[src/design/mfbc_pkg.sv]
// Shared types, constants and round functions for the mini Feistel block cipher.
// Used by the controller, the datapath and the top level. No dependencies.
`timescale 1ns / 1ps

package mfbc_pkg;

  // Field widths.
  localparam int BLOCK_W    = 12;
  localparam int HALF_W     = 6;
  localparam int KEY_W      = 9;
  localparam int SUBKEY_W   = 8;
  localparam int ROUNDS_W   = 5;
  localparam int MODE_W     = 2;
  localparam int OFF_W      = 4;
  localparam int CFG_IDX_W  = 3;
  localparam int CFG_DATA_W = 12;

  // Default for the round limit parameter.
  localparam int DEFAULT_MAX_ROUNDS = 16;

  // Configuration register indexes.
  localparam logic [CFG_IDX_W-1:0] REG_CIPHER_KEY     = 3'd0;
  localparam logic [CFG_IDX_W-1:0] REG_ROUND_COUNT    = 3'd1;
  localparam logic [CFG_IDX_W-1:0] REG_CHAIN_MODE     = 3'd2;
  localparam logic [CFG_IDX_W-1:0] REG_DECRYPT_SELECT = 3'd3;
  localparam logic [CFG_IDX_W-1:0] REG_INIT_VECTOR    = 3'd4;

  // Chaining mode codes; the unused code behaves as ECB.
  localparam logic [MODE_W-1:0] MODE_ECB     = 2'd0;
  localparam logic [MODE_W-1:0] MODE_COUNTER = 2'd1;
  localparam logic [MODE_W-1:0] MODE_CBC     = 2'd2;
  localparam logic [MODE_W-1:0] MODE_RSVD    = 2'd3;

  // Reset value of the round count register.
  localparam logic [ROUNDS_W-1:0] ROUND_COUNT_RST = 5'd4;

  // Last key rotation offset (offsets run 0 to 8).
  localparam logic [OFF_W-1:0] OFF_LAST = 4'd8;

  // Commands from the controller to the datapath.
  typedef struct packed {
    logic load;      // capture a new block and set up the round state
    logic round_en;  // apply one Feistel round
    logic finish;    // write the result register and update the chain value
  } mfbc_cmd_t;

  // Status from the datapath to the controller.
  typedef struct packed {
    logic rounds_zero;  // the configured round count is zero
    logic last_round;   // the round now applied is the final one
  } mfbc_sts_t;

  // First S-box, 4 bits to 3 bits.
  function automatic logic [2:0] sbox_one(input logic [3:0] a);
    logic [2:0] s;
    case (a)
      4'h0: s = 3'd5;
      4'h1: s = 3'd2;
      4'h2: s = 3'd1;
      4'h3: s = 3'd6;
      4'h4: s = 3'd3;
      4'h5: s = 3'd4;
      4'h6: s = 3'd7;
      4'h7: s = 3'd0;
      4'h8: s = 3'd1;
      4'h9: s = 3'd4;
      4'hA: s = 3'd6;
      4'hB: s = 3'd2;
      4'hC: s = 3'd0;
      4'hD: s = 3'd7;
      4'hE: s = 3'd5;
      default: s = 3'd3;
    endcase
    return s;
  endfunction

  // Second S-box, 4 bits to 3 bits.
  function automatic logic [2:0] sbox_two(input logic [3:0] a);
    logic [2:0] s;
    case (a)
      4'h0: s = 3'd4;
      4'h1: s = 3'd0;
      4'h2: s = 3'd6;
      4'h3: s = 3'd5;
      4'h4: s = 3'd7;
      4'h5: s = 3'd1;
      4'h6: s = 3'd3;
      4'h7: s = 3'd2;
      4'h8: s = 3'd5;
      4'h9: s = 3'd3;
      4'hA: s = 3'd0;
      4'hB: s = 3'd7;
      4'hC: s = 3'd6;
      4'hD: s = 3'd2;
      4'hE: s = 3'd1;
      default: s = 3'd4;
    endcase
    return s;
  endfunction

  // Round key: the key rotated left by the offset, upper eight bits kept.
  function automatic logic [SUBKEY_W-1:0] sub_key(input logic [KEY_W-1:0] key,
                                                  input logic [OFF_W-1:0] off);
    logic [2*KEY_W-1:0] dbl;
    dbl = {key, key} << off;
    return dbl[2*KEY_W-1:KEY_W+1];
  endfunction

  // One Feistel round: new block is R followed by L XOR F(R, K).
  function automatic logic [BLOCK_W-1:0] feistel_round(input logic [BLOCK_W-1:0] x,
                                                       input logic [SUBKEY_W-1:0] k);
    logic [HALF_W-1:0]   l;
    logic [HALF_W-1:0]   r;
    logic [SUBKEY_W-1:0] e;
    logic [SUBKEY_W-1:0] t;
    logic [HALF_W-1:0]   f;
    l = x[BLOCK_W-1:HALF_W];
    r = x[HALF_W-1:0];
    e = {r[5], r[4], r[2], r[3], r[2], r[3], r[1], r[0]};
    t = e ^ k;
    f = {sbox_one(t[7:4]), sbox_two(t[3:0])};
    return {r, l ^ f};
  endfunction

  // Exchange the two halves of a block.
  function automatic logic [BLOCK_W-1:0] swap_halves(input logic [BLOCK_W-1:0] x);
    return {x[HALF_W-1:0], x[BLOCK_W-1:HALF_W]};
  endfunction

  // Remainder by nine for a five-bit value, by two conditional subtractions.
  function automatic logic [OFF_W-1:0] mod_nine(input logic [ROUNDS_W-1:0] v);
    logic [ROUNDS_W-1:0] m;
    m = v;
    if (m >= 5'd18) begin
      m = m - 5'd18;
    end
    if (m >= 5'd9) begin
      m = m - 5'd9;
    end
    return m[OFF_W-1:0];
  endfunction

endpackage

[src/design/mfbc_ctrl.sv]
// Controller state machine of the mini Feistel block cipher.
// Sequences block load, rounds and result write; depends on mfbc_pkg.
`timescale 1ns / 1ps

module mfbc_ctrl (
  input  logic               clk_i,
  input  logic               rst_ni,
  input  logic               in_valid_i,
  output logic               in_stall_o,
  output logic               out_valid_o,
  input  logic               out_stall_i,
  input  mfbc_pkg::mfbc_sts_t sts_i,
  output mfbc_pkg::mfbc_cmd_t cmd_o
);
  import mfbc_pkg::*;

  localparam logic [1:0] S_IDLE = 2'd0;
  localparam logic [1:0] S_RUN  = 2'd1;
  localparam logic [1:0] S_DONE = 2'd2;

  logic [1:0] state_q;
  logic [1:0] state_d;
  logic       out_valid_q;
  logic       out_valid_d;
  logic       out_free;

  // The result register can take a new value when empty or being drained.
  assign out_free = !out_valid_q || !out_stall_i;

  // Next state and commands.
  always_comb begin
    state_d        = state_q;
    cmd_o.load     = 1'b0;
    cmd_o.round_en = 1'b0;
    cmd_o.finish   = 1'b0;
    case (state_q)
      S_IDLE: begin
        if (in_valid_i) begin
          cmd_o.load = 1'b1;
          state_d    = sts_i.rounds_zero ? S_DONE : S_RUN;
        end
      end
      S_RUN: begin
        cmd_o.round_en = 1'b1;
        if (sts_i.last_round) begin
          state_d = S_DONE;
        end
      end
      S_DONE: begin
        if (out_free) begin
          cmd_o.finish = 1'b1;
          state_d      = S_IDLE;
        end
      end
      default: begin
        state_d = S_IDLE;
      end
    endcase
  end

  // Output valid flag: set on a finished block, cleared when the transaction completes.
  always_comb begin
    out_valid_d = out_valid_q;
    if (cmd_o.finish) begin
      out_valid_d = 1'b1;
    end else if (out_valid_q && !out_stall_i) begin
      out_valid_d = 1'b0;
    end
  end

  always_ff @(posedge clk_i or negedge rst_ni) begin
    if (!rst_ni) begin
      state_q     <= S_IDLE;
      out_valid_q <= 1'b0;
    end else begin
      state_q     <= state_d;
      out_valid_q <= out_valid_d;
    end
  end

  assign in_stall_o  = (state_q != S_IDLE);
  assign out_valid_o = out_valid_q;

endmodule

[src/design/mfbc_datapath.sv]
// Datapath of the mini Feistel block cipher: block, round and chain registers.
// Depends on mfbc_pkg for the round functions and command/status types.
`timescale 1ns / 1ps

module mfbc_datapath #(
  parameter int MAX_ROUNDS = mfbc_pkg::DEFAULT_MAX_ROUNDS
) (
  input  logic                             clk_i,
  input  logic                             rst_ni,
  input  logic [mfbc_pkg::KEY_W-1:0]       cipher_key_i,
  input  logic [mfbc_pkg::ROUNDS_W-1:0]    round_count_i,
  input  logic [mfbc_pkg::MODE_W-1:0]      chain_mode_i,
  input  logic                             decrypt_select_i,
  input  logic [mfbc_pkg::BLOCK_W-1:0]     init_vector_i,
  input  logic [mfbc_pkg::BLOCK_W-1:0]     block_in_i,
  input  logic                             first_block_i,
  input  mfbc_pkg::mfbc_cmd_t              cmd_i,
  output mfbc_pkg::mfbc_sts_t              sts_o,
  output logic [mfbc_pkg::BLOCK_W-1:0]     block_out_o
);
  import mfbc_pkg::*;

  logic [BLOCK_W-1:0]  x_q;
  logic [BLOCK_W-1:0]  x_d;
  logic [BLOCK_W-1:0]  blk_q;
  logic [BLOCK_W-1:0]  chain_q;
  logic [BLOCK_W-1:0]  chain_d;
  logic [ROUNDS_W-1:0] rem_q;
  logic [ROUNDS_W-1:0] rem_d;
  logic [OFF_W-1:0]    off_q;
  logic [OFF_W-1:0]    off_d;
  logic [BLOCK_W-1:0]  out_q;
  logic [BLOCK_W-1:0]  out_d;

  logic [ROUNDS_W-1:0] rounds_eff;
  logic [BLOCK_W-1:0]  chain_eff;
  logic                chained;
  logic [BLOCK_W-1:0]  core;
  logic [BLOCK_W-1:0]  result;

  // Round count saturated to the configured limit.
  assign rounds_eff = (32'(round_count_i) > MAX_ROUNDS) ? ROUNDS_W'(MAX_ROUNDS)
                                                        : round_count_i;

  // Chain value after an optional reload from the starting vector.
  assign chain_eff = first_block_i ? init_vector_i : chain_q;
  assign chained   = (chain_mode_i == MODE_COUNTER) || (chain_mode_i == MODE_CBC);

  assign sts_o.rounds_zero = (rounds_eff == '0);
  assign sts_o.last_round  = (rem_q == ROUNDS_W'(1));

  // Block register: prepared on load, advanced one round per cycle.
  always_comb begin
    x_d = x_q;
    if (cmd_i.load) begin
      if (decrypt_select_i) begin
        x_d = swap_halves(block_in_i);
      end else if (chained) begin
        x_d = block_in_i ^ chain_eff;
      end else begin
        x_d = block_in_i;
      end
    end else if (cmd_i.round_en) begin
      x_d = feistel_round(x_q, sub_key(cipher_key_i, off_q));
    end
  end

  // Round counter and key rotation offset; decryption walks the offsets backward.
  always_comb begin
    rem_d = rem_q;
    off_d = off_q;
    if (cmd_i.load) begin
      rem_d = rounds_eff;
      off_d = decrypt_select_i ? mod_nine(rounds_eff - ROUNDS_W'(1)) : '0;
    end else if (cmd_i.round_en) begin
      rem_d = rem_q - ROUNDS_W'(1);
      if (decrypt_select_i) begin
        off_d = (off_q == '0) ? OFF_LAST : off_q - OFF_W'(1);
      end else begin
        off_d = (off_q == OFF_LAST) ? '0 : off_q + OFF_W'(1);
      end
    end
  end

  // Result and chain update at the end of a block.
  assign core   = decrypt_select_i ? swap_halves(x_q) : x_q;
  assign result = (decrypt_select_i && chained) ? (core ^ chain_q) : core;

  always_comb begin
    chain_d = chain_q;
    out_d   = out_q;
    if (cmd_i.load) begin
      chain_d = chain_eff;
    end else if (cmd_i.finish) begin
      out_d = result;
      case (chain_mode_i)
        MODE_COUNTER: chain_d = chain_q + BLOCK_W'(1);
        MODE_CBC:     chain_d = decrypt_select_i ? blk_q : result;
        default:      chain_d = chain_q;
      endcase
    end
  end

  // Control state with reset.
  always_ff @(posedge clk_i or negedge rst_ni) begin
    if (!rst_ni) begin
      chain_q <= '0;
      rem_q   <= '0;
      off_q   <= '0;
    end else begin
      chain_q <= chain_d;
      rem_q   <= rem_d;
      off_q   <= off_d;
    end
  end

  // Payload registers.
  always_ff @(posedge clk_i) begin
    x_q   <= x_d;
    out_q <= out_d;
    if (cmd_i.load) begin
      blk_q <= block_in_i;
    end
  end

  assign block_out_o = out_q;

endmodule

[src/design/mini_feistel_block_cipher_unit.sv]
// Top level of the mini Feistel block cipher: configuration registers,
// controller and datapath. Depends on mfbc_pkg, mfbc_ctrl and mfbc_datapath.
`timescale 1ns / 1ps

// Usage:
// Configuration is written over the cfg channel (index and data); it is always
// ready, and writes to indexes past the register list are ignored. Write it
// only while the block is idle.
// A block enters on the input channel when in_valid_i is high and in_stall_o
// is low. The block is held while its rounds run: one Feistel round per cycle
// through a single shared round unit, for n effective rounds (the round
// count, saturated to MAX_ROUNDS), and in_stall_o stays high until its result
// is written to the output register, so a new block is taken only after the
// previous one is through. The chaining modes use the chain register left by
// the previous block, or the starting vector when first_block_i is high.
// The result sits in an output register; a new block may be accepted while it
// waits. If the receiver keeps out_stall_i high, the next block finishes its
// rounds and then waits until the register is taken.
// Reset clears the chain register, the handshake state and the configuration
// (round count to 4, everything else to zero).

module mini_feistel_block_cipher_unit #(
  parameter int MAX_ROUNDS = mfbc_pkg::DEFAULT_MAX_ROUNDS
) (
  input  logic                               clk_i,
  input  logic                               rst_ni,
  input  logic                               cfg_valid_i,
  output logic                               cfg_ready_o,
  input  logic [mfbc_pkg::CFG_IDX_W-1:0]     cfg_index_i,
  input  logic [mfbc_pkg::CFG_DATA_W-1:0]    cfg_data_i,
  input  logic                               in_valid_i,
  output logic                               in_stall_o,
  input  logic [mfbc_pkg::BLOCK_W-1:0]       block_in_i,
  input  logic                               first_block_i,
  output logic                               out_valid_o,
  input  logic                               out_stall_i,
  output logic [mfbc_pkg::BLOCK_W-1:0]       block_out_o
);
  import mfbc_pkg::*;

  logic [KEY_W-1:0]    cipher_key_q;
  logic [ROUNDS_W-1:0] round_count_q;
  logic [MODE_W-1:0]   chain_mode_q;
  logic                decrypt_select_q;
  logic [BLOCK_W-1:0]  init_vector_q;
  logic                cfg_we;

  mfbc_cmd_t cmd;
  mfbc_sts_t sts;

  assign cfg_ready_o = 1'b1;
  assign cfg_we      = cfg_valid_i && cfg_ready_o;

  // Configuration registers.
  always_ff @(posedge clk_i or negedge rst_ni) begin
    if (!rst_ni) begin
      cipher_key_q     <= '0;
      round_count_q    <= ROUND_COUNT_RST;
      chain_mode_q     <= MODE_ECB;
      decrypt_select_q <= 1'b0;
      init_vector_q    <= '0;
    end else if (cfg_we) begin
      case (cfg_index_i)
        REG_CIPHER_KEY:     cipher_key_q     <= cfg_data_i[KEY_W-1:0];
        REG_ROUND_COUNT:    round_count_q    <= cfg_data_i[ROUNDS_W-1:0];
        REG_CHAIN_MODE:     chain_mode_q     <= cfg_data_i[MODE_W-1:0];
        REG_DECRYPT_SELECT: decrypt_select_q <= cfg_data_i[0];
        REG_INIT_VECTOR:    init_vector_q    <= cfg_data_i[BLOCK_W-1:0];
        default: begin
        end
      endcase
    end
  end

  // Controller.
  mfbc_ctrl u_ctrl (
    .clk_i       (clk_i),
    .rst_ni      (rst_ni),
    .in_valid_i  (in_valid_i),
    .in_stall_o  (in_stall_o),
    .out_valid_o (out_valid_o),
    .out_stall_i (out_stall_i),
    .sts_i       (sts),
    .cmd_o       (cmd)
  );

  // Datapath.
  mfbc_datapath #(
    .MAX_ROUNDS (MAX_ROUNDS)
  ) u_datapath (
    .clk_i            (clk_i),
    .rst_ni           (rst_ni),
    .cipher_key_i     (cipher_key_q),
    .round_count_i    (round_count_q),
    .chain_mode_i     (chain_mode_q),
    .decrypt_select_i (decrypt_select_q),
    .init_vector_i    (init_vector_q),
    .block_in_i       (block_in_i),
    .first_block_i    (first_block_i),
    .cmd_i            (cmd),
    .sts_o            (sts),
    .block_out_o      (block_out_o)
  );

endmodule
[config.mk]
export PLATFORM = sky130hd
export DESIGN_NAME = mini_feistel_block_cipher_unit
export DESIGN_NICKNAME = d
export VERILOG_FILES = /design/src/design/mfbc_pkg.sv /design/src/design/mfbc_ctrl.sv /design/src/design/mfbc_datapath.sv /design/src/design/mini_feistel_block_cipher_unit.sv
export SDC_FILE = /design/constraint.sdc
export NUM_CORES = 1
export LEC_CHECK = 0
export BUFFER_PORTS_ARGS = -buffer_cell sky130_fd_sc_hd__buf_2
export CORE_MARGIN = 2
export CORE_UTILIZATION = 35
export DETAILED_ROUTE_END_ITERATION = 8
export SYNTH_ARGS = -nofsm -noshare
export SYNTH_HDL_FRONTEND = slang
export SYNTH_SLANG_ARGS = --single-unit
[constraint.sdc]
create_clock -name clk_i -period 3.4 [get_ports clk_i]
set_input_delay 0.68 -clock clk_i [delete_from_list [all_inputs] [get_ports clk_i]]
set_output_delay 0.68 -clock clk_i [all_outputs]
set_load 0.01 [all_outputs]
# Yosys cells after proc, flatten, opt, wreduce, memory -nomap -nowiden
# Memories as Yosys holds them, arrays and structs flattened.
# Cells that the tools add are included.
dict set report totals {
  rom_bits 96
  register_bits 89
  n_memories 2
  in_bits 33
}
dict set report classes {
  reduce_logical 23
  n_addsub 7
  n_shift 1
  muxes 39
  order_cmp 3
  eq_ne 13
  n_bitwise 5
}
# name words word_bits read_ports rd_ports_with_merged_regs write_ports line_no
set mem_list {}
lappend mem_list {{(name not given)} 16 3 1 0 0 mfbc_pkg.sv:56} ;# case (a)
lappend mem_list {{(name not given)} 16 3 1 0 0 mfbc_pkg.sv:80} ;# case (a)
# op count
set op_table {}
lappend op_table {{2-to-1 mux 12 bit} 10}
lappend op_table {{2-to-1 mux 4 bit} 7}
lappend op_table {{2-to-1 mux 5 bit} 5}
lappend op_table {{one-hot mux 12 bit (2 select lines)} 1}
lappend op_table {{XOR 12 bit} 2}
lappend op_table {{left shift 18 x 4 -> 18 bit} 1}
lappend op_table {{AND reduction 2 bit} 7}
lappend op_table {{adder 12 x 1 -> 12 bit, second input constant} 1}
lappend op_table {{2-to-1 mux 3 bit} 4}
lappend op_table {{subtractor 5 x 1 -> 5 bit, second input constant} 2}
lappend op_table {{2-to-1 mux 2 bit} 4}
lappend op_table {{nonzero test 2 bit} 4}
lappend op_table {{XOR 8 bit} 1}
lappend op_table {{2-to-1 mux 1 bit} 7}
lappend op_table {{equality test 3 x 2 -> 1 bit, second input constant} 2}
lappend op_table {{one-hot mux 2 bit (3 select lines)} 1}
lappend op_table {{XOR 6 bit} 1}
lappend op_table {{equality test 5 x 1 -> 1 bit, second input constant} 1}
lappend op_table {{>= comparator 5 x 4 -> 1 bit, second input constant} 1}
lappend op_table {{>= comparator 5 bit, second input constant} 1}
lappend op_table {{greater-than comparator 5 bit, second input constant} 1}
lappend op_table {{zero test 5 bit} 1}
lappend op_table {{subtractor 5 bit, second input constant} 1}
lappend op_table {{adder 4 x 1 -> 4 bit, second input constant} 1}
lappend op_table {{18 further kinds} 24}

# Longest topological paths before layout
# Gate-level depths: netlist of run 1.
dict set report logic_depth {
  depth_word 10
  ltp_mapped 13
  mapped_depth_nobuf 11
}

# By module
# From an unflattened synthesis of run 1, not the netlist that was laid out.
dict set report hier_totals {
  cells_unflattened 651
  area_unflattened_um2 6458.7
}
# mod n_inst area_per_inst_um2 seq_area_each_um2 cells_per_inst
set modules_own_cells {}
lappend modules_own_cells {mfbc_datapath 1 5143.7 1606.5 566}
lappend modules_own_cells {mini_feistel_block_cipher_unit 1 1139.8 726.9 66}
lappend modules_own_cells {mfbc_ctrl 1 175.2 75.1 19}

# Least setup slack after synthesis of run 1
# No wires, ideal clock.
dict set report synth_path {
  kind {reg2reg}
  from {reg round_count_q[4]}
  to {reg u_datapath.off_q[0]}
  required_ps 3237
  path_stages_with_launch 13
  arrival_ps 2656
  path_buffers 2
  setup_slack_ps 581
  setup_ps 163
  cell_sequence {dfrtp_1 clkbuf_1 nand2b_1 ha_1 buf_2 xor2_1 ha_1 inv_1 or3_1 a31oi_1 nand4b_1 a211oi_1 o32ai_1}
}
dict set report synth_between {
  elab_chain_cells 10
  elab_cells_between_ends 12
  classes_between {add/sub: 3; order compare: 3; mux: 6}
}
# element line_no
set synth_lines {}
lappend synth_lines {{start: declaration} mini_feistel_block_cipher_unit.sv:42} ;# logic [ROUNDS_W-1:0] round_count_q;
lappend synth_lines {{start signal: assignment} mini_feistel_block_cipher_unit.sv:65} ;# REG_ROUND_COUNT: round_count_q <= cfg_data_i[ROUNDS_W-1:0];
lappend synth_lines {{greater-than comparator 5 bit} mfbc_datapath.sv:42} ;# assign rounds_eff = (32'(round_count_i) > MAX_ROUNDS) ? ROUNDS_W'(MAX_ROUNDS)
lappend synth_lines {{2-to-1 mux 5 bit (*)} mfbc_datapath.sv:42}
lappend synth_lines {{subtractor 5 x 1 -> 5 bit (*)} mfbc_datapath.sv:74} ;# off_d = decrypt_select_i ? mod_nine(rounds_eff - ROUNDS_W'(1)) : '0;
lappend synth_lines {{subtractor 5 bit or >= comparator 5 bit (tied branches)} {mfbc_pkg.sv:135, mfbc_pkg.sv:134}}
lappend synth_lines {{2-to-1 mux 5 bit (*)} mfbc_pkg.sv:134} ;# if (m >= 5'd18) begin
lappend synth_lines {{2-to-1 mux 5 bit (*)} mfbc_datapath.sv:72} ;# if (cmd_i.load) begin
lappend synth_lines {{subtractor 4 bit or >= comparator 5 x 4 -> 1 bit (tied branches)} {mfbc_pkg.sv:138, mfbc_pkg.sv:137}}
lappend synth_lines {{2-to-1 mux 4 bit (*)} mfbc_pkg.sv:137} ;# if (m >= 5'd9) begin
lappend synth_lines {{2-to-1 mux 4 bit (*)} mfbc_datapath.sv:74}
lappend synth_lines {{2-to-1 mux 4 bit (*)} mfbc_datapath.sv:72}
lappend synth_lines {{end signal: assignment} mfbc_datapath.sv:109} ;# off_q <= '0;
lappend synth_lines {{end signal: assignment} mfbc_datapath.sv:113} ;# off_q <= off_d;
lappend synth_lines {{end: declaration} mfbc_datapath.sv:30} ;# logic [OFF_W-1:0] off_q;
# Mark *: on every way between the ends. The rest lies on a longest branch, timed or not. The select of a mux whose other input is x is not followed.
# A chain may end at the register's enable or synchronous reset.

# Final worst setup path of run 1
# Same ends and word-level chain as after synthesis.

==> results of run 1 <==
## kinds of logic after synthesis
logic type / Yosys count / share of synthesized area
xor+xnor: 50 / 0.07535
compound gates: 143 / 0.1389
other cells: 1 / 0.0006087
flops: 89 / 0.3909
fa+ha+maj: 20 / 0.04062
mux: 80 / 0.1629
buf+inv: 64 / 0.04813
simple gates: 178 / 0.1426
## registers in the layout (all words and copies together), names as in the netlist
register	cells
u_datapath.off_q	4
u_ctrl.out_valid_o	1
u_datapath.rem_q	5
u_datapath.x_q	12
chain_mode_q	2
u_datapath.chain_q	12
u_ctrl.state_q	2
u_datapath.block_out_o	12
decrypt_select_q	1
init_vector_q	12
round_count_q	5
cipher_key_q	9
u_datapath.blk_q	12
## routing by layer
| metal | global-route usage | share of wire |
|---|---|---|
| met5 | 0 | 0 |
| met1 | 0.2495 | 0.48 |
| met3 | 0.03407 | 0.040 |
| met2 | 0.2744 | 0.46 |
| met4 | 0.05382 | 0.016 |
## timing repair
action | CTS | global route
endpoints found under the setup margin | 0 | 2
resized for setup | 0 | 1
endpoints found under the hold margin | 0 | 0
## critical path: cells and delay by family, from the launching register on
family	cells	cell delay (ps)
simple gates	3	870
compound gates	3	820
fa+ha+maj	2	610
flops	1	470
xor+xnor	1	210
buf+inv	1	40
## final cells by class
| cell class | count | share of cell area |
|---|---|---|
| Timing Repair Buffer | 58 | 0.04655 |
| Clock inverter | 4 | 0.004546 |
| Inverter | 26 | 0.01418 |
| Sequential cell | 89 | 0.3504 |
| Tap cell | 225 | 0.04092 |
| Clock buffer | 12 | 0.04037 |
| Multi-Input combinational cell | 472 | 0.5030 |
## layout by cell type, fill, tap and decap left out, types with 21 or more instances in the layout
cell type and count:
a21oi_1 32, buf_2 46, dfrtp_1 50, edfxtp_1 36, inv_1 23, mux2_2 27, mux2i_1 41, nand2_1 51
nor2_1 43, nor2b_1 21, o21ai_0 57, xnor2_1 35
## power by group through the flow
| stage | clock (mW) | sequential, mW | combinational, mW |
|---|---|---|---|
| after detailed placement | 0 | 2.19 | 3.79 |
| after global placement | 0 | 2.17 | 3.70 |
| after CTS | 1.06 | 2.17 | 3.82 |
| final | 1.03 | 2.18 | 3.82 |
| after global routing | 1.11 | 2.25 | 4.27 |
| after floorplan | 0 | 1.94 | 3.13 |
## worst min-delay path by stage
stage / end / slack, ps / startpoint / cells past startpoint
after detailed placement: u_datapath.rem_q[4] / 490 / u_datapath.rem_q[4] / 2
final: cipher_key_q[0] / 290 / rst_ni / 1
after global placement: u_datapath.rem_q[4] / 490 / u_datapath.rem_q[4] / 2
after floorplan: chain_mode_q[0] / 380 / rst_ni / 0
after global routing: cipher_key_q[0] / 310 / rst_ni / 1
after CTS: cipher_key_q[0] / 290 / rst_ni / 1
==> impl_metrics.csv, run 1 <==
group,metric,value,unit
power,internal_power,3.942,mW
synth,syn_avg_cell_area,9.857,um^2
clock_network,clk_latency,360,ps
critical_path,worstPathArrival,3370,ps
clock_network,cts_setup_buffers,0,
final_layout,multi_input_area,3461,um^2
critical_path,path_class,"reg2reg",
clock_network,cts.reportedPaths.clkPinSlew,60,ps
drt,vias_per_cell,5.402,
clock_network,numCtsBuffers,9,
critical_path,cp_slowest_cell,"dfrtp_1",
critical_path,crit_required,3610,ps
final_layout,drive_gt1_frac,0.1815,
drt,drt-pass1-iter-count,5,
clock_network,cts_max_path_buffers,2,
critical_path,r2r_slack,240,ps
synth,yosysWarnings,0,
final_layout,area_delta_synth_final,11.68,%
placed_design,pre_cts_slack,236.1,ps
grt,antenna_found_initial,0,
synth,syn-cell-area,6161,um^2
synth,synth-seq-area-share,0.3909,
power,pwr-share-clk,0.147,
critical_path,startpoint,"round_count_q[4]",
clock_network,htree_num_levels,3,
critical_path,crit_top_cell,"ha_1",
placed_design,hpwl,11720,um
grt,grt_pass1_vias,4537,
status,status,"completed",
placed_design,dp_cells,870,
floorplanning,die_w,136.7,um
critical_path,max_stage_delay,470,ps
timing,maxSlewHeadroom,0.2941,
clock_network,root_buffer,"clkbuf_16",
drt,drc,0,
synth,synth_area_leaders,"dfrtp_1 (21%), edfxtp_1 (18%), mux2i_1 (6.7%)",
clock_network,clkSinkCount,89,
timing,finalHoldViolations,0,
drt,ant_nets,0,
placed_design,gp_congestion,0.8832,
synth,synthFlopType,"dfrtp_1",
grt,overflow,0,
final_layout,instances_no_fill,886,
clock_network,cts_tree,"yes",
synth,synth_edf_count,36,
floorplanning,dieArea,18680,um^2
timing,worst_pin_slew,1056,ps
drt,drt_wl_total,15580,um
grt,grt_usage,0.1769,
critical_path,rr_worst_depth,10,
floorplanning,rows,48,
floorplanning,initial_core_util,0.3574,
synth,async_flop_share,0.5955,
critical_path,start_kind,"register",
final_layout,final_util,0.3992,
power,power_leakage,2.774,nW
critical_path,crit_chain,"nand2b_1, ha_1, xor2_1, ha_1, inv_1, or3_1, a31oi_1, nand4b_1, a211oi_1, o32ai_1",
drt,drt_iter0_drc,343,
final_layout,seq_area,2411,um^2
synth,synth_top_area_frac,0.2112,
synth,synth_seq_cells,89,
critical_path,crit_fanout,10,
floorplanning,io_pins,48,
grt,grt_max_degree,63,
power,p_comb_frac,0.543,
power,switchingPower,3.089,mW
synth,synth_top_area_cell,"dfrtp_1",
timing,rsz0062_at_grt,"no",
synth,yosysUniqueCellTypes,67,
synth,syn_nets,678,
timing,maxSlewViolCount,0,
floorplanning,core,17240,um^2
critical_path,worstSetupEndpoint,"u_datapath.off_q[0]",
timing,worst_hold_slack,289.4,ps
drt,vias,4786,
final_layout,antenna_cells,0,
final_layout,fill_cells,1685,
grt,grt_pass1_wl,25050,um
placed_design,post_dp_cell_area,6570,um^2
critical_path,regToRegStartpoint,"round_count_q[4]",
power,pwr_density_cell,1022,nW/um^2
timing,finalCritPeriodShare,0.9286,
timing,setup_viol,0,
power,switching_share,0.4394,
final_layout,nets,709,
critical_path,reg2reg_to,"u_datapath.off_q[0]",
timing,fin_ws,242.9,ps
timing,fmax,0.3167,GHz
power,vdd_drop_max,0.3797,mV
worst_hold_path,min_path_type,"in2async",
run,drv_cap,0,
timing,setup_tns,0,ps
power,sequentialPowerShare,0.310,
final_layout,finalInstanceArea,6880,um^2
timing,skew,14.14,ps
critical_path,end_kind,"register",
power,power,7.031,mW
synth,synth_cells,625,
timing,min_period,3157,ps
clock_network,hold_buffers,0,
placed_design,port_buffers,46,
synth,yosysMostFrequentCell,"o21ai_0",
floorplanning,die_h,136.7,um
drt,routedWlPerCell,17.59,um
synth,synth_common_cells,"o21ai_0 (57), dfrtp_1 (52), nand2_1 (51)",
No activity file was read; power rests on OpenSTA's default activity.
==> inputs of run 2 (changes only) <==
--- a/config.mk
+++ b/config.mk
@@ -9,6 +9,7 @@
 export CORE_MARGIN = 2
 export CORE_UTILIZATION = 35
 export DETAILED_ROUTE_END_ITERATION = 8
+export PLACE_DENSITY = 0.51
 export SYNTH_ARGS = -nofsm -noshare
 export SYNTH_HDL_FRONTEND = slang
 export SYNTH_SLANG_ARGS = --single-unit
==> impl_metrics.csv, run 2 (same netlist as run 1, synthesis figures left out) <==
group,metric,value,unit
clock_network,numCtsBuffers,9,
placed_design,dp_cells,873,
timing,min_period,3083,ps
clock_network,clk_latency,350,ps
power,switchingPower,3.126,mW
timing,setup_viol,0,
power,pwr_density_cell,1018,nW/um^2
critical_path,cp_slowest_cell,"dfrtp_1",
timing,maxSlewViolCount,0,
clock_network,hold_buffers,0,
timing,fmax,0.3243,GHz
power,sequentialPowerShare,0.307,
floorplanning,io_pins,48,
floorplanning,dieArea,18680,um^2
run,drv_cap,0,
power,internal_power,3.861,mW
floorplanning,die_h,136.7,um
critical_path,crit_family,"simple AND/OR/NAND/NOR gates",
final_layout,antenna_cells,0,
critical_path,start_kind,"register",
grt,grt_usage,0.1850,
clock_network,root_buffer,"clkbuf_16",
final_layout,instances_no_fill,889,
floorplanning,die_w,136.7,um
timing,finalHoldViolations,0,
critical_path,crit_required,3620,ps
clock_network,htree_num_levels,3,
drt,vias,4815,
grt,grt_pass1_wl,26250,um
worst_hold_path,min_path_type,"in2async",
drt,drt_iter0_drc,359,
critical_path,path_class,"reg2reg",
timing,rsz0062_at_grt,"no",
drt,routedWlPerCell,18.33,um
timing,setup_tns,0,ps
floorplanning,initial_core_util,0.3574,
drt,drt-pass1-iter-count,5,
drt,drc,0,
power,pwr-share-clk,0.137,
drt,vias_per_cell,5.416,
final_layout,area_delta_synth_final,11.45,%
drt,drt_wl_total,16300,um
power,p_comb_frac,0.556,
critical_path,crit_chain,"nand2b_1, ha_1, xor2_1, ha_1, inv_1, or3_1, a31oi_1, nand4b_1, a211oi_1, o32ai_1",
grt,antenna_found_initial,0,
critical_path,end_kind,"register",
critical_path,worstPathArrival,3300,ps
power,power_leakage,2.768,nW
clock_network,cts.repair.resized,0,
clock_network,cts_tree,"yes",
placed_design,port_buffers,46,
grt,overflow,0,
placed_design,gp_congestion,0.8714,
final_layout,final_common_cell,"o21ai_0",
critical_path,crit_buf_inv,1,
drt,ant_nets,0,
critical_path,crit_fanout,10,
timing,skew,8.666,ps
floorplanning,core,17240,um^2
timing,finalCritPeriodShare,0.9069,
clock_network,cts_setup_buffers,0,
clock_network,cts.reportedPaths.clkPinSlew,70,ps
placed_design,hpwl,12400,um
final_layout,layout_common_cells,"o21ai_0 (57), nand2_1 (51), dfrtp_1 (51), buf_2 (46), nor2_1 (43)",
final_layout,nets,712,
grt,grt_max_degree,59,
final_layout,fill_cells,1689,
critical_path,crit_top_cell,"ha_1",
floorplanning,rows,48,
critical_path,max_stage_delay,460,ps
final_layout,drive_gt1_frac,0.1807,
status,status,"completed",
timing,maxSlewHeadroom,0.3322,
power,vdd_drop_max,0.3192,mV
grt,grt_pass1_vias,4660,
power,switching_share,0.4474,
clock_network,cts_max_path_buffers,2,
timing,worst_pin_slew,999.1,ps
clock_network,clkSinkCount,89,
## run 2: routing by layer
metal / global-route usage / vias to the layer above / routed length, um
li1: - / 2331 / -
met5: 0 / - / 0
met1: 0.2715 / 2340 / 8108
met3: 0.03926 / 15 / 834
met2: 0.2736 / 129 / 7142
met4: 0.05208 / 0 / 212
## run 2: final cells by class
| type | instances | area, um^2 | share of cell area |
|---|---|---|---|
| clock inverter | 5 | 41.29 | 0.006013 |
| timing repair buffer | 61 | 342.8 | 0.04993 |
| clock buffer | 11 | 232.7 | 0.03389 |
| multi-input combinational | 472 | 3461 | 0.5040 |
| tap | 225 | 281.5 | 0.04100 |
| inverter | 26 | 97.59 | 0.01421 |
| sequential | 89 | 2410 | 0.3509 |
## run 2: stage by stage
stage | hold slack, ps | util | cell area [um^2] | setup slack (ps) | total power, mW
after global routing | 283.9 | 0.3984 | 6867 | 68.09 | 7.555
after CTS | 258.8 | 0.3984 | 6867 | 335.5 | 7.020
after detailed placement | 501.4 | 0.3825 | 6593 | 338.7 | 6.041
after floorplan | 384.4 | - | 6161 | 581.2 | 5.071
after global placement | 478.4 | 0.3825 | 6593 | 485.1 | 5.919
final | 260.8 | 0.3984 | 6867 | 316.6 | 6.988
## run 2: final timing paths
path	from	endpoint	slack, ps	depth (start not counted)
worst max-delay path	round_count_q[4]	u_datapath.off_q[0]	320	10
worst min-delay path	rst_ni	u_datapath.off_q[2]	260	1
worst max register to register	round_count_q[4]	u_datapath.off_q[0]	320	10
worst min register to register	u_datapath.rem_q[4]	u_datapath.rem_q[4]	500	2
max in group asynchronous	rst_ni	decrypt_select_q	2510	2
min in group clk_i	u_datapath.rem_q[4]	u_datapath.rem_q[4]	500	2
## run 2: worst reg2reg max path: cells and delay by family, from the launching register on
family / cells / cell delay (ps)
flops: 1 / 460
xor+xnor: 1 / 210
simple gates: 3 / 850
fa+ha+maj: 2 / 610
buf+inv: 1 / 40
compound gates: 3 / 760
## run 2: power by group through the flow
| stage | clock network, mW | logic, mW | registers (mW) |
|---|---|---|---|
| global placement | 0 | 3.78 | 2.14 |
| finish | 0.954 | 3.89 | 2.14 |
| global route | 1.01 | 4.33 | 2.21 |
| detailed placement | 0 | 3.88 | 2.16 |
| floorplan | 0 | 3.13 | 1.94 |
| CTS | 0.984 | 3.90 | 2.14 |
==> inputs of run 3 (changes only) <==
--- a/config.mk
+++ b/config.mk
@@ -7,9 +7,9 @@
 export LEC_CHECK = 0
 export BUFFER_PORTS_ARGS = -buffer_cell sky130_fd_sc_hd__buf_2
 export CORE_MARGIN = 2
-export CORE_UTILIZATION = 35
+export CORE_UTILIZATION = 46
 export DETAILED_ROUTE_END_ITERATION = 8
-export PLACE_DENSITY = 0.51
+export PLACE_DENSITY = 0.64
 export SYNTH_ARGS = -nofsm -noshare
 export SYNTH_HDL_FRONTEND = slang
 export SYNTH_SLANG_ARGS = --single-unit
==> impl_metrics.csv, run 3 (same netlist as run 1, synthesis figures left out) <==
group,metric,value,unit
critical_path,reg2reg_to,"u_datapath.off_q[0]",
floorplanning,io_pins,48,
critical_path,regToRegStartpoint,"round_count_q[4]",
critical_path,path_class,"reg2reg",
power,power_leakage,2.773,nW
power,vdd_drop_max,0.4003,mV
drt,drt-pass1-iter-count,5,
floorplanning,dieArea,14340,um^2
clock_network,cts_tree,"yes",
clock_network,cts_max_path_buffers,2,
timing,setup_viol,0,
worst_hold_path,min_path_type,"in2async",
critical_path,r2r_slack,280,ps
critical_path,start_kind,"register",
placed_design,pre_cts_slack,175.9,ps
floorplanning,die_w,119.7,um
drt,vias_per_cell,5.853,
drt,drt_iter0_drc,426,
timing,setup_tns,0,ps
critical_path,crit_required,3630,ps
drt,drt_wl_total,15660,um
grt,grt.busiest_layer,"met2",
critical_path,crit_top_cell,"ha_1",
timing,min_period,3117,ps
placed_design,hpwl,11610,um
run,drv_cap,0,
critical_path,worstPathArrival,3350,ps
floorplanning,core,13140,um^2
timing,finalCritPeriodShare,0.9169,
final_layout,finalInstanceArea,6814,um^2
status,status,"completed",
placed_design,dp_cells,826,
clock_network,root_buffer,"clkbuf_16",
drt,vias,4928,
timing,skew,7.120,ps
critical_path,crit_chain,"nand2b_1, ha_1, xor2_1, ha_1, o31a_1, or3_1, a31oi_1, nand4b_1, a211oi_1, o32ai_1",
clock_network,numCtsBuffers,9,
power,pwr_density_cell,1031,nW/um^2
final_layout,area_delta_synth_final,10.60,%
critical_path,crit_buf_inv,0,
grt,overflow,0,
drt,drc,0,
grt,grt_pass1_vias,4615,
grt,use_met1,0.3184,
placed_design,post_dp_cell_area,6541,um^2
clock_network,clk_latency,350,ps
clock_network,htree_num_levels,3,
grt,use_met2,0.3325,
grt,grt_pass1_wl,24780,um
placed_design,gp_congestion,0.9072,
final_layout,final_common_cell,"o21ai_0",
final_layout,antenna_cells,0,
grt,grtUsageMet3,0.03470,
final_layout,fill_cells,1211,
final_layout,nets,714,
timing,worst_pin_slew,993.8,ps
drt,routedWlPerCell,18.60,um
floorplanning,initial_core_util,0.4690,
grt,antenna_found_initial,0,
final_layout,drive_gt1_frac,0.1847,
timing,fin_ws,282.6,ps
critical_path,cp_slowest_cell,"dfrtp_1",
final_layout,final_util,0.5187,
critical_path,rr_worst_depth,10,
drt,ant_nets,0,
final_layout,layout_common_cells,"o21ai_0 (57), nand2_1 (51), dfrtp_1 (50), buf_2 (46), nor2_1 (43)",
timing,worst_hold_slack,359.1,ps
critical_path,crit_fanout,10,
final_layout,multi_input_area,3456,um^2
timing,fmax,0.3208,GHz
critical_path,max_stage_delay,470,ps
power,power,7.022,mW
floorplanning,rows,42,
timing,finalHoldViolations,0,
clock_network,cts.reportedPaths.clkPinSlew,70,ps
timing,maxSlewHeadroom,0.3375,
clock_network,hold_buffers,0,
grt,grt_max_degree,60,
grt,grt_usage,0.2235,
floorplanning,die_h,119.7,um
clock_network,cts_setup_buffers,0,
final_layout,seq_area,2411,um^2
clock_network,clkSinkCount,89,
timing,maxSlewViolCount,0,
critical_path,end_kind,"register",
critical_path,crit_family,"compound AO/OA/AOI/OAI gates",
final_layout,instances_no_fill,842,
placed_design,port_buffers,46,
timing,rsz0062_at_grt,"no",
-- run 3: layer usage --
layer | up-vias | wire, um
met1 | 2369 | 7323
met2 | 180 | 6968
met3 | 38 | 773
met5 | - | 0
met4 | 0 | 592
li1 | 2341 | -
-- run 3: power by group --
group	internal, mW	switching, mW
sequential	1.63	0.561
combinational	1.75	2.14
clock	0.497	0.447
total	3.88	3.14
-- run 3: what timing repair did --
action,4_1_cts,5_1_grt
endpoints found under the setup margin,0,1
hold endpoints to repair,0,0
resized for setup,0,1
-- run 3: cell type report --
type | instances | share of cell area
repair buffers | 63 | 0.05252
multi-input cells | 472 | 0.5072
clock buffers | 10 | 0.03360
inverters | 26 | 0.01432
clock inverters | 6 | 0.006243
well taps | 176 | 0.03232
flip-flops and latches | 89 | 0.3538
-- run 3: worst max-delay path by stage --
stage / to / startpoint / slack (ps) / cells past startpoint
after floorplan: u_datapath.off_q[0] / round_count_q[4] / 580 / 12
after global placement: u_datapath.x_q[2] / u_datapath.off_q[0] / 370 / 9
after detailed placement: u_datapath.x_q[0] / u_datapath.off_q[0] / 180 / 9
after CTS: u_datapath.x_q[0] / u_datapath.off_q[0] / 170 / 9
after global routing: u_datapath.off_q[0] / round_count_q[4] / 70 / 10
final: u_datapath.off_q[0] / round_count_q[4] / 280 / 10
